==> src/rtl/core/rfd_pkg.sv <==
// Package for the rotation and flow detector core.
// Holds shared widths, the sequencer state type and the register index codes.
// No dependencies.
package rfd_pkg;

  localparam int unsigned WinDepth     = 256;
  localparam int unsigned WinAw        = $clog2(WinDepth);
  localparam int unsigned MaxRotWindow = 1024;

  localparam int unsigned MagW    = 20;  // |g| with four fraction bits
  localparam int unsigned TimeW   = 48;
  localparam int unsigned SumW    = 28;
  localparam int unsigned SqSumW  = 48;
  localparam int unsigned DvdW    = 57;  // n * sum of squares
  localparam int unsigned DvsW    = 17;  // n * n
  localparam int unsigned DivCntW = $clog2(DvdW);

  localparam logic [TimeW-1:0] Max48 = {TimeW{1'b1}};

  typedef enum logic [2:0] {
    REG_ROT_MIN_AMP   = 3'd0,
    REG_ROT_WIN_CNT   = 3'd1,
    REG_ROT_MIN_CROSS = 3'd2,
    REG_FLOW_WIN_US   = 3'd3,
    REG_FLOW_HIGH     = 3'd4,
    REG_FLOW_LOW      = 3'd5,
    REG_FLOW_ON_HOLD  = 3'd6,
    REG_FLOW_OFF_HOLD = 3'd7
  } rfd_reg_e;

  typedef enum logic [4:0] {
    ST_IDLE,
    ST_SQ_X,
    ST_SQ_Y,
    ST_SQ_Z,
    ST_SQRT,
    ST_FULL_RD,
    ST_FULL_DROP,
    ST_INSERT,
    ST_EVICT_RD,
    ST_EVICT_CHK,
    ST_VAR_A0,
    ST_VAR_A1,
    ST_VAR_B,
    ST_VAR_N,
    ST_DIV,
    ST_HOLD,
    ST_FIN
  } rfd_state_e;

  typedef struct packed {
    logic start;
    logic busy;
    logic done;
  } rfd_div_ctl_t;

endpackage

==> src/rtl/core/rfd_divider.sv <==
// Restoring divider, one quotient bit per cycle.
// Depends on rfd_pkg for the operand widths.
module rfd_divider (
  input  logic                       clk_i,
  input  logic                       rst_ni,
  input  logic                       start_i,
  input  logic [rfd_pkg::DvdW-1:0]   dividend_i,
  input  logic [rfd_pkg::DvsW-1:0]   divisor_i,
  output rfd_pkg::rfd_div_ctl_t      ctl_o,
  output logic [rfd_pkg::DvdW-1:0]   quotient_o
);
  import rfd_pkg::*;

  logic               busy_q, busy_d, done_q, done_d;
  logic [DivCntW-1:0] cnt_q, cnt_d;
  logic [DvdW-1:0]    dq_q, dq_d;
  logic [DvsW-1:0]    dvs_q, dvs_d;
  logic [DvsW-1:0]    rem_q, rem_d;
  logic [DvsW:0]      trial;

  always_comb begin
    busy_d = busy_q;
    done_d = 1'b0;
    cnt_d  = cnt_q;
    dq_d   = dq_q;
    dvs_d  = dvs_q;
    rem_d  = rem_q;
    trial  = {rem_q, dq_q[DvdW-1]};
    if (start_i) begin
      busy_d = 1'b1;
      cnt_d  = DivCntW'(DvdW - 1);
      dq_d   = dividend_i;
      dvs_d  = divisor_i;
      rem_d  = '0;
    end else if (busy_q) begin
      // Shift in the next dividend bit and try to take the divisor away.
      if (trial >= {1'b0, dvs_q}) begin
        rem_d = DvsW'(trial - {1'b0, dvs_q});
        dq_d  = {dq_q[DvdW-2:0], 1'b1};
      end else begin
        rem_d = trial[DvsW-1:0];
        dq_d  = {dq_q[DvdW-2:0], 1'b0};
      end
      if (cnt_q == '0) begin
        busy_d = 1'b0;
        done_d = 1'b1;
      end else begin
        cnt_d = cnt_q - 1'b1;
      end
    end
  end

  always_ff @(posedge clk_i or negedge rst_ni) begin
    if (!rst_ni) begin
      busy_q <= 1'b0;
      done_q <= 1'b0;
      cnt_q  <= '0;
    end else begin
      busy_q <= busy_d;
      done_q <= done_d;
      cnt_q  <= cnt_d;
    end
  end

  always_ff @(posedge clk_i) begin
    dq_q  <= dq_d;
    dvs_q <= dvs_d;
    rem_q <= rem_d;
  end

  assign ctl_o.start = start_i;
  assign ctl_o.busy  = busy_q;
  assign ctl_o.done  = done_q;
  assign quotient_o  = dq_q;

endmodule
==> config.mk <==
export PLATFORM = sky130hd
export DESIGN_NAME = rfd_divider
export DESIGN_NICKNAME = d
export VERILOG_FILES = /design/src/rtl/core/rfd_pkg.sv /design/src/rtl/core/rfd_divider.sv
export SDC_FILE = /design/constraint.sdc
export NUM_CORES = 1
export LEC_CHECK = 0
export BUFFER_PORTS_ARGS = -buffer_cell sky130_fd_sc_hd__buf_4
export CAP_MARGIN = 20
export CORE_ASPECT_RATIO = 1.1
export CORE_MARGIN = 2
export CORE_UTILIZATION = 57
export CTS_CLUSTER_SIZE = 25
export DETAILED_ROUTE_END_ITERATION = 7
export GPL_ROUTABILITY_DRIVEN = 0
export PLACE_DENSITY_LB_ADDON = 0.08
export SLEW_MARGIN = 5
export SYNTH_ARGS = -nofsm -noshare
export SYNTH_HDL_FRONTEND = slang
export SYNTH_SLANG_ARGS = --single-unit
export TNS_END_PERCENT = 50
==> constraint.sdc <==
create_clock -name clk_i -period 6.1 [get_ports clk_i]
set_clock_uncertainty 0.05 [all_clocks]
set_input_delay 0.305 -clock clk_i [delete_from_list [all_inputs] [get_ports clk_i]]
set_output_delay 0.305 -clock clk_i [all_outputs]
set_load 0.01 [all_outputs]
==> results of run 1 <==
## synthesized netlist by cell type, types with 2 or more instances
| library cell | n | share of area |
|---|---|---|
| or3_1 | 3 | 0.0037 |
| xor2_1 | 6 | 0.010 |
| nand2_1 | 22 | 0.016 |
| nor2_1 | 26 | 0.019 |
| or2_2 | 2 | 0.0025 |
| o211ai_1 | 2 | 0.0030 |
| o31a_1 | 3 | 0.0052 |
| and2_1 | 3 | 0.0037 |
| nor3_1 | 2 | 0.0020 |
| dfrtp_1 | 8 | 0.040 |
| a21o_1 | 6 | 0.0089 |
| edfxtp_1 | 74 | 0.44 |
| nor4_1 | 2 | 0.0025 |
| o21a_1 | 2 | 0.0030 |
| o22ai_1 | 2 | 0.0025 |
| buf_2 | 5 | 0.0050 |
| clkbuf_1 | 6 | 0.0045 |
| xnor2_1 | 8 | 0.014 |
| mux2i_1 | 8 | 0.016 |
| o31ai_1 | 4 | 0.0060 |
| dfxtp_1 | 17 | 0.067 |
| buf_6 | 3 | 0.0067 |
| a211oi_1 | 9 | 0.013 |
| inv_1 | 24 | 0.018 |
| a31oi_1 | 2 | 0.0025 |
| o21ai_0 | 16 | 0.016 |
| mux2_2 | 57 | 0.13 |
| buf_1 | 6 | 0.0045 |
| nand3_1 | 5 | 0.0050 |
| buf_4 | 3 | 0.0045 |
| a21oi_1 | 18 | 0.018 |
| nor2b_1 | 3 | 0.0037 |
| nor3b_1 | 2 | 0.0030 |
| ha_1 | 19 | 0.047 |
| nand2b_1 | 4 | 0.0050 |
| nand4_1 | 4 | 0.0050 |
| a31o_2 | 5 | 0.0087 |
## how the worst max path moves through the flow
stage          slack [ps]       endpoint  cells past startpoint      startpoint
3_3_place_gp         3090       rem_q[0]                     10  quotient_o[56]
5_1_grt              2760       rem_q[0]                     10  quotient_o[56]
3_5_place_dp         2980       rem_q[0]                     10  quotient_o[56]
2_1_floorplan        3390  quotient_o[0]                     11  quotient_o[56]
6_report             2970       rem_q[0]                     10  quotient_o[56]
4_1_cts              2960       rem_q[0]                     10  quotient_o[56]
## registers in the layout, summed over array words and instances (netlist names)
| signal | count |
|---|---|
| cnt_q | 6 |
| done_q | 1 |
| busy_q | 1 |
| dvs_q | 17 |
| quotient_o | 57 |
| rem_q | 17 |
## layout make-up
type / instances / area share
inverters: 24 / 0.0142
clock buffers: 10 / 0.0202
clock inverters: 6 / 0.0139
multi-input cells: 264 / 0.327
well taps: 114 / 0.0226
flip-flops and latches: 99 / 0.437
repair buffers: 139 / 0.165
## layer usage
metal	part of all wire	vias up
met5	0	-
li1	-	1770
met3	0.075	17
met4	0.021	0
met2	0.49	104
met1	0.41	1710
## cells by family (layout without fill, tap and decap cells)
logic type | after synthesis | in the layout | share of synthesized area
buffers and inverters | 47 | 179 | 0.0429
multiplexers | 66 | 66 | 0.146
AND/OR/NAND/NOR | 83 | 83 | 0.0793
XOR/XNOR | 14 | 14 | 0.0243
flip-flops | 99 | 99 | 0.547
adder cells (fa/ha/maj) | 20 | 20 | 0.0511
AO/OA/AOI/OAI | 81 | 81 | 0.109
## power by group
| part | internal (W) | leakage, nW | total, W | switching, W |
|---|---|---|---|---|
| Clock | 0.000232 | 0.111 | 0.000465 | 0.000232 |
| Sequential | 0.000837 | 0.999 | 0.000908 | 0.0000713 |
| Combinational | 0.000393 | 1.60 | 0.000799 | 0.000406 |
| Total | 0.00146 | 2.71 | 0.00217 | 0.000710 |
## metrics by stage
stage          hold WS (ps)   util  std cells
2_1_floorplan         -40.6      -        410
3_3_place_gp           78.7  0.698        639
3_5_place_dp           79.9  0.698        639
4_1_cts                37.0  0.724        656
5_1_grt                41.2  0.724        656
6_report               54.9  0.724        656
==> results by group, run 1 <==
Outcome
  • Status: finished clean

Clock tree
  • Skew-Pair Late Insertion Delay: 370 ps
  • CTS tree: done
  • Clk pin slew, worst setup/hold paths: 100 ps
  • Sink Count: 99
  • Clock buffer depth: 2
  • Post-CTS sizing: 0
  • Root Driver: clkbuf_8
  • Postcts setup bufs: 0
  • Htree depth: 3
  • TritonCTS Buffers: 9
  • Cts-stage hold buffer count: 1

Global route
  • First-pass GRT wire length: ~17000 microns
  • Vias in the first global route: 3656
  • GR Overflow Total: 0
  • Met2 Usage GRT: 0.388
  • GRT met1 Usage: 0.278
  • Number of antenna violations at the first check in global routing: 0
  • Grt met3 use: 0.0724
  • Total Routing Usage GR: 0.232
  • GR peak layer: met2
  • Largest net degree at the start of global routing: 74

Routing
  • Detail Route Antenna Nets: 0
  • Vias per cell: 5.49
  • WL per Instance: 17.0 microns
  • Initial drt markers: between 100 and 150
  • DRC viols: 0
  • 1st-pass router iterations: 4
  • Via Count: 3601
  • Final wirelength: 11100 microns

Yosys
  • Synth Cell Area: 5050 sq um
  • Number of flops mapped to enable cells by yosys: 74
  • Post-Syn Instances: approximately 400
  • Syn nets: 507
  • Ys Warns: 0
  • Post-synthesis sequential area ratio: 0.547
  • #FFs+latches synth: 99
  • Avg Inst Size Synth: 12.3 sq um
  • Ys flop type: edfxtp_1
  • Asr flop ratio synth: 0.0808
  • Distinct cell type count after synthesis: 56

Die
  • Die height: 103 microns
  • Die area: 9620 sq um
  • Core area: 8740 sq um
  • Initial core utilization: 0.577
  • Rows: 36
  • I/O pins: 137
  • Chip width: 93.7 microns

Layout
  • Area Growth Syn to Fin: 25.3%
  • Commonest non-fill, non-tap cell in the layout: buf_4
  • Fillers: 662
  • ANT cells: 0
  • Share of layout cells above drive strength 1: 0.408
  • Sequential standard cell area: 2760 sq um
  • Final instance area: 6320 sq um
  • Multi-input logic area: between 2000 and 2500 sq um
  • Fin nets: 634
  • Most frequent cells in the layout: buf_4, edfxtp_1, mux2_2, nor2_1, inv_1

Timing
  • Max Freq: between 300 and 400 MHz
  • Period utilization: 0.513
  • Fin crit period: 3130 ps
  • Final hold vios: 0
  • Unrepaired setup endpoints after global routing: false
  • Setup WS post-layout: 2970 ps
  • Worst rel slew slack: 0.301
  • Final Max Slew Viols: 0
  • Final Setup Violations: 0
  • Setup TNS: 0 ps
  • Slew of the pin with the lowest slew margin: 1050 ps

Min path
  • Hold endpoint: dvs_q[4]
  • Worst Hold Depth: 1
  • Hold Startpoint: divisor_i[4]
  • Worst Hold Class: in -> reg

Setup path
  • CP Capture Type: flop
  • R2r setup slk: 2970 ps
  • RR Endpoint: rem_q[0]
  • Critical path type: reg -> reg
  • Reg2reg start: quotient_o[56]
  • WP data required: between 6000 and 7000 ps
  • CP bufs+invs: 2
  • Crit-path leading delay family: compound AO/OA/AOI/OAI gates
  • Worst path most repeated cell: inv_1
  • Crit-path max cell delay: 560 ps
  • CP arrival: 3380 ps
  • CP cell instances: inv_1 -> ha_1 -> inv_1 -> fa_1 -> a211oi_1 -> o21a_1 -> o22ai_1 -> a21o_1 -> mux2_4 -> a211oi_2
  • Slowest-stage cell, CP: a21o_1
  • CP max FO: 26
  • R2R depth: 10
  • Worst Setup Start Kind: flop

Placement
  • Port Buf Inserts: 136
  • Post-Place Cell Area: between 6000 and 7000 sq um
  • Final HPWL from detailed placement: around 7900 microns
  • Pre-CTS setup slack: approximately 3000 ps

Power and ir drop
  • LEAKAGE: around 2.7 nW
  • Power Density: around 340 nW/um^2
  • Total power: about 0.0022 W
  • Max VDD drop: 0.000177 V

Job
  • Total of max-cap violations: 0
(Power assumes the default switching activity.)
==> inputs of run 2 (changes only) <==
- CORE_UTILIZATION: 57 -> 48
- clock period: 6.1 -> 2.8 ns (I/O delays scaled with it)
==> run 2 against run 1 <==
Compared with the run above:
- non-clock buffer count increased by 28
- critical path type unchanged
- clock power grew to 2.7 times the previous value
- worst setup slack worse by 2800 ps
- global-route usage fell by 1.5 points
- worst hold slack worse by 4.0 ps
- first-iteration DRC count up 61%
- combinational power up 140%
- core utilization shrank 7.1 points
- cell count increased by 8.7%
- flip-flop and latch count unchanged
- critical endpoint is now rem_q[6]
- fmax increased by 19%
- count of clock-buffer cells in the layout is 1 higher
==> results by group, run 2 (same netlist as run 1, synthesis figures left out) <==
Outcome
  • Status: finished clean

Routing
  • Met1 wire length: ~5000 microns
  • 1st-pass router iterations: 4
  • DRC viols: 0
  • Via Count: 3774
  • Detail Route Antenna Nets: 0
  • Met3 WL: 1020 microns
  • Initial drt markers: between 150 and 200
  • Final wirelength: 11800 microns
  • WL per Instance: 16.6 microns
  • Met2 routed WL: 5680 microns
  • Top sig layer: met4
  • Vias per cell: around 5.3

Placement
  • Port Buf Inserts: 136
  • Final HPWL from detailed placement: about 8400 microns
  • Cells after DPL: 675

Layout
  • Sequential standard cell area: 2760 sq um
  • Commonest non-fill, non-tap cell in the layout: buf_4
  • ANT cells: 0
  • Share of layout cells above drive strength 1: 0.411
  • Non-Filler Instances: 713
  • Fin nets: between 600 and 700
  • Multi-input logic area: 2070 sq um
  • Fillers: roughly 800
  • Area Growth Syn to Fin: 33.2%
  • Most frequent cells in the layout: buf_4, edfxtp_1, mux2_2, nor2_1, inv_1
  • Max FFs per register: 57

Die
  • Die area: 11300 sq um
  • Die height: 112 microns
  • Rows: 39
  • Chip width: 102 microns
  • Core area: 10300 sq um
  • Initial core utilization: 0.490
  • I/O pins: 137

Clock tree
  • Htree depth: 3
  • CTS tree: done
  • Clk pin slew, worst setup/hold paths: roughly 70 ps
  • Skew-Pair Late Insertion Delay: ~340 ps
  • Clock buffer depth: 2
  • TritonCTS Buffers: 9
  • Root Driver: clkbuf_16
  • Sink Count: 99

Min path
  • Worst Hold Depth: 2
  • Worst Hold Class: in -> reg

Timing
  • Final hold vios: 0
  • Fin crit period: about 2600 ps
  • Slew of the pin with the lowest slew margin: between 800 and 900 ps
  • Setup TNS: 0 ps
  • Worst rel slew slack: 0.466
  • Final Max Slew Viols: 0
  • Period utilization: 0.941
  • Unrepaired setup endpoints after global routing: false
  • Final Setup Violations: 0
  • Max Freq: ~380 MHz

Setup path
  • Worst path most repeated cell: inv_1
  • Worst Setup Start Kind: flop
  • CP cell instances: inv_1 -> ha_1 -> inv_1 -> fa_1 -> a211oi_2 -> o21a_1 -> o22ai_1 -> a21o_2 -> buf_4 -> mux2i_1 -> a211oi_1
  • Critical path type: reg -> reg
  • CP Capture Type: flop
  • Slowest-stage cell, CP: fa_1
  • WP data required: ~3000 ps
  • Crit-path max cell delay: 410 ps
  • R2R depth: 11
  • CP max FO: 9
  • CP arrival: 2830 ps

Global route
  • Number of antenna violations at the first check in global routing: 0
  • Total Routing Usage GR: 0.217
  • GR Overflow Total: 0
  • Largest net degree at the start of global routing: 66
  • Vias in the first global route: 3988
  • First-pass GRT wire length: approximately 19000 microns

Power and ir drop
  • Max VDD drop: 0.000396 V
  • LEAKAGE: ~2.9 nW
  • Power Density: 767 nW/um^2

Job
  • Total of max-cap violations: 0
==> run 2: where the power goes <==
group / total, W / switching, W / internal [W]
sequential: 0.00199 / 0.000160 / 0.00183
clock: 0.00125 / 0.000517 / 0.000735
combinational: 0.00191 / 0.000942 / 0.000973
==> run 2: area by class of cell <==
type                    instances  area share
clock inverters                 5     0.00763
clock buffers                  11      0.0376
inverters                      24      0.0134
flip-flops and latches         99       0.411
multi-input cells             264       0.309
well taps                     143      0.0266
repair buffers                167       0.195
==> run 2: routing by layer <==
metal	track usage	vias to the layer above
li1	-	1828
met1	0.262	1796
met2	0.350	127
met3	0.0766	23
met4	0.0901	0
met5	0	-
==> run 2: path summary, 6_finish.rpt <==
check                          startpoint              to  slack [ps]
max reg2reg                quotient_o[56]        rem_q[6]         160
max                        quotient_o[56]        rem_q[6]         160
min reg2reg                     rem_q[15]       rem_q[15]         430
min                        dividend_i[52]  quotient_o[52]          50
max in group asynchronous          rst_ni        cnt_q[2]        2470
min in group asynchronous          rst_ni        cnt_q[0]         100
==> run 2: per-stage QoR <==
stage	hold slack (ps)	utilization	power (W)	setup slack, ps	cell area [sq um]
floorplan	-206	-	0.00329	92.6	5050
CTS	39.9	0.649	0.00511	25.7	6690
global placement	-86.4	0.602	0.00378	104	6200
detailed placement	-83.6	0.602	0.00381	-14.2	6200
finish	50.8	0.653	0.00515	165	6720
global route	41.7	0.653	0.00546	9.47	6720
==> run 2: timing repair <==
action / CTS / global route
hold buffers: 18 / 0
endpoints found under the hold margin: 25 / 0
setup buffers: 0 / 4
endpoints found under the setup margin: 3 / 12
resized for setup: 1 / 1
==> run 2: critical path: cells and delay by family (launching register included) <==
family | cells | cell delay [ps]
DFF | 1 | 380
AOI/OAI and AO/OA | 5 | 1090
muxes | 1 | 120
buffers and inverters | 3 | 340
adders and majority gates | 2 | 570
==> inputs of run 3 (changes only) <==
- RECOVER_POWER: not set -> 50
==> run 3 against run 2 <==
Compared with the run above:
- total power shrank 1.5%
- first-iteration DRC count shrank 5.1%
- non-clock buffer count is the same
- wire length shrank 0.68%
- design area shrank 3.7%
- clock power is essentially flat
- die area is the same
- critical path type unchanged
- worst hold slack lost 0.53 ps
- sequential share of layout area grew 1.6 points
- core utilization shrank 2.4 points
==> results by group, run 3 (same netlist as run 1, synthesis figures left out) <==
Outcome
  • Status: finished clean

Layout
  • Share of layout cells above drive strength 1: 0.302
  • Max FFs per register: 57
  • Fin util: 0.629
  • Most frequent cells in the layout: edfxtp_1, buf_4, clkbuf_1, mux2_2, nor2_1
  • Area Growth Syn to Fin: 28.3%
  • Final instance area: 6470 sq um
  • ANT cells: 0
  • Fin nets: 662
  • Commonest non-fill, non-tap cell in the layout: edfxtp_1

Timing
  • Final hold vios: 0
  • Final Setup Violations: 0
  • Max Freq: roughly 380 MHz
  • Final Max Slew Viols: 0
  • Period utilization: 0.941
  • Worst rel slew slack: 0.0515
  • Unrepaired setup endpoints after global routing: false
  • Fin crit period: between 2000 and 3000 ps
  • Setup WS post-layout: 164 ps
  • Slew of the pin with the lowest slew margin: 1420 ps

Placement
  • Pre-CTS setup slack: -14.2 ps
  • Post-Place Cell Area: between 6000 and 7000 sq um
  • Final HPWL from detailed placement: between 8000 and 9000 microns
  • Port Buf Inserts: 136

Setup path
  • CP cell instances: inv_1 -> ha_1 -> inv_1 -> fa_1 -> a211oi_2 -> o21a_1 -> o22ai_1 -> a21o_2 -> buf_4 -> mux2i_1 -> a211oi_1
  • CP Capture Type: flop
  • CP bufs+invs: 3
  • Critical path type: reg -> reg
  • Crit-path leading delay family: compound AO/OA/AOI/OAI gates
  • WP data required: 3000 ps
  • Worst path most repeated cell: inv_1
  • CP arrival: 2830 ps
  • R2r setup slk: 160 ps
  • Slowest-stage cell, CP: fa_1
  • Crit-path max cell delay: just over 400 ps
  • CP max FO: 9
  • Worst Setup Start Kind: flop

Power and ir drop
  • Seq pwr share: 0.390
  • Total power: 0.00508 W
  • Int Pwr: roughly 0.0035 W
  • Comb power frac: 0.362
  • LEAKAGE: 2.65 nW
  • Clock group share of total power: 0.247
  • Switching share of power: 0.319
  • Max VDD drop: 0.000393 V
  • Power Density: 784 nW/um^2
  • Net Switching: 0.00162 W

Global route
  • Vias in the first global route: 3988
  • Total Routing Usage GR: 0.217
  • Largest net degree at the start of global routing: 66
  • GR Overflow Total: 0
  • First-pass GRT wire length: roughly 19000 microns
  • Number of antenna violations at the first check in global routing: 0

Clock tree
  • Root Driver: clkbuf_16
  • Skew-Pair Late Insertion Delay: about 340 ps
  • Clock buffer depth: 2
  • Htree depth: 3
  • Clk pin slew, worst setup/hold paths: ~70 ps
  • CTS tree: done
  • Sink Count: a little under 100
  • TritonCTS Buffers: 9

Routing
  • Initial drt markers: 168
  • Via Count: 3789
  • Detail Route Antenna Nets: 0
  • Final wirelength: 11800 microns
  • WL per Instance: 16.5 microns
  • 1st-pass router iterations: 4
  • DRC viols: 0
  • Vias per cell: 5.31

Min path
  • Worst Hold Class: in -> reg

Die
  • Initial core utilization: 0.490
  • I/O pins: 137
  • Die area: about 11000 sq um
  • Chip width: just over 100 microns
  • Die height: about 110 microns
  • Core area: 10300 sq um
  • Rows: 39

Job
  • Total of max-cap violations: 0
==> run 3: cell count changes in the layout (fill, tap and decap cells not counted), sizes merged <==
cell    before  now
buf        149   69
clkbuf      11   91
==> run 3: layout make-up <==
| cell class | instances | area [sq um] |
|---|---|---|
| well taps | 143 | 179 |
| multi-input cells | 264 | 2070 |
| flip-flops and latches | 99 | 2760 |
| clock inverters | 5 | 51.3 |
| repair buffers | 167 | 1060 |
| fillers | 877 | 3820 |
| inverters | 24 | 90.1 |
| clock buffers | 11 | 253 |
==> run 3: metal layers <==
metal	share of wire	track usage	vias up
li1	-	-	1825
met1	0.40	0.262	1817
met2	0.49	0.350	130
met3	0.088	0.0766	17
met4	0.020	0.0901	0
met5	0	0	-
==> run 3: path summary, 6_finish.rpt <==
path,start,end,cells after the start
setup / recovery,quotient_o[56],rem_q[6],11
hold / removal,dividend_i[52],quotient_o[52],2
setup reg to reg,quotient_o[56],rem_q[6],11
hold reg to reg,rem_q[15],rem_q[15],2
max in group asynchronous,rst_ni,cnt_q[2],2
min in group asynchronous,rst_ni,cnt_q[0],2
==> run 3: metrics by stage <==
stage          hold slack (ps)  TNS [ps]  std cells
6_report                  50.3         0        713
5_1_grt                   41.7         0        713
4_1_cts                   39.9         0        709
3_5_place_dp             -83.6     -14.2        675
3_3_place_gp             -86.4         0        675
2_1_floorplan             -206         0        410
==> run 3: worst reg2reg max path, cell delays in order (launching register included) <==
cell,delay (ps)
edfxtp_1,380
inv_1,90
ha_1,160
inv_1,50
fa_1,410
a211oi_2,280
o21a_1,170
o22ai_1,100
a21o_2,290
buf_4,200
mux2i_1,120
a211oi_1,250
==> run 3: power groups by stage <==
| stage | logic [W] | clock network [W] | registers, W |
|---|---|---|---|
| 3_5_place_dp | 0.00180 | 0 | 0.00201 |
| 3_3_place_gp | 0.00177 | 0 | 0.00201 |
| 6_report | 0.00184 | 0.00126 | 0.00198 |
| 5_1_grt | 0.00202 | 0.00135 | 0.00201 |
| 2_1_floorplan | 0.00128 | 0 | 0.00202 |
| 4_1_cts | 0.00184 | 0.00128 | 0.00199 |
==> run 3: timing repair <==
item / in CTS / in global routing
hold buffers: 18 / 0
endpoints found under the setup margin: 3 / 12
buffers inserted: 0 / 4
hold endpoints to repair: 25 / 0
gates resized for setup: 1 / 1
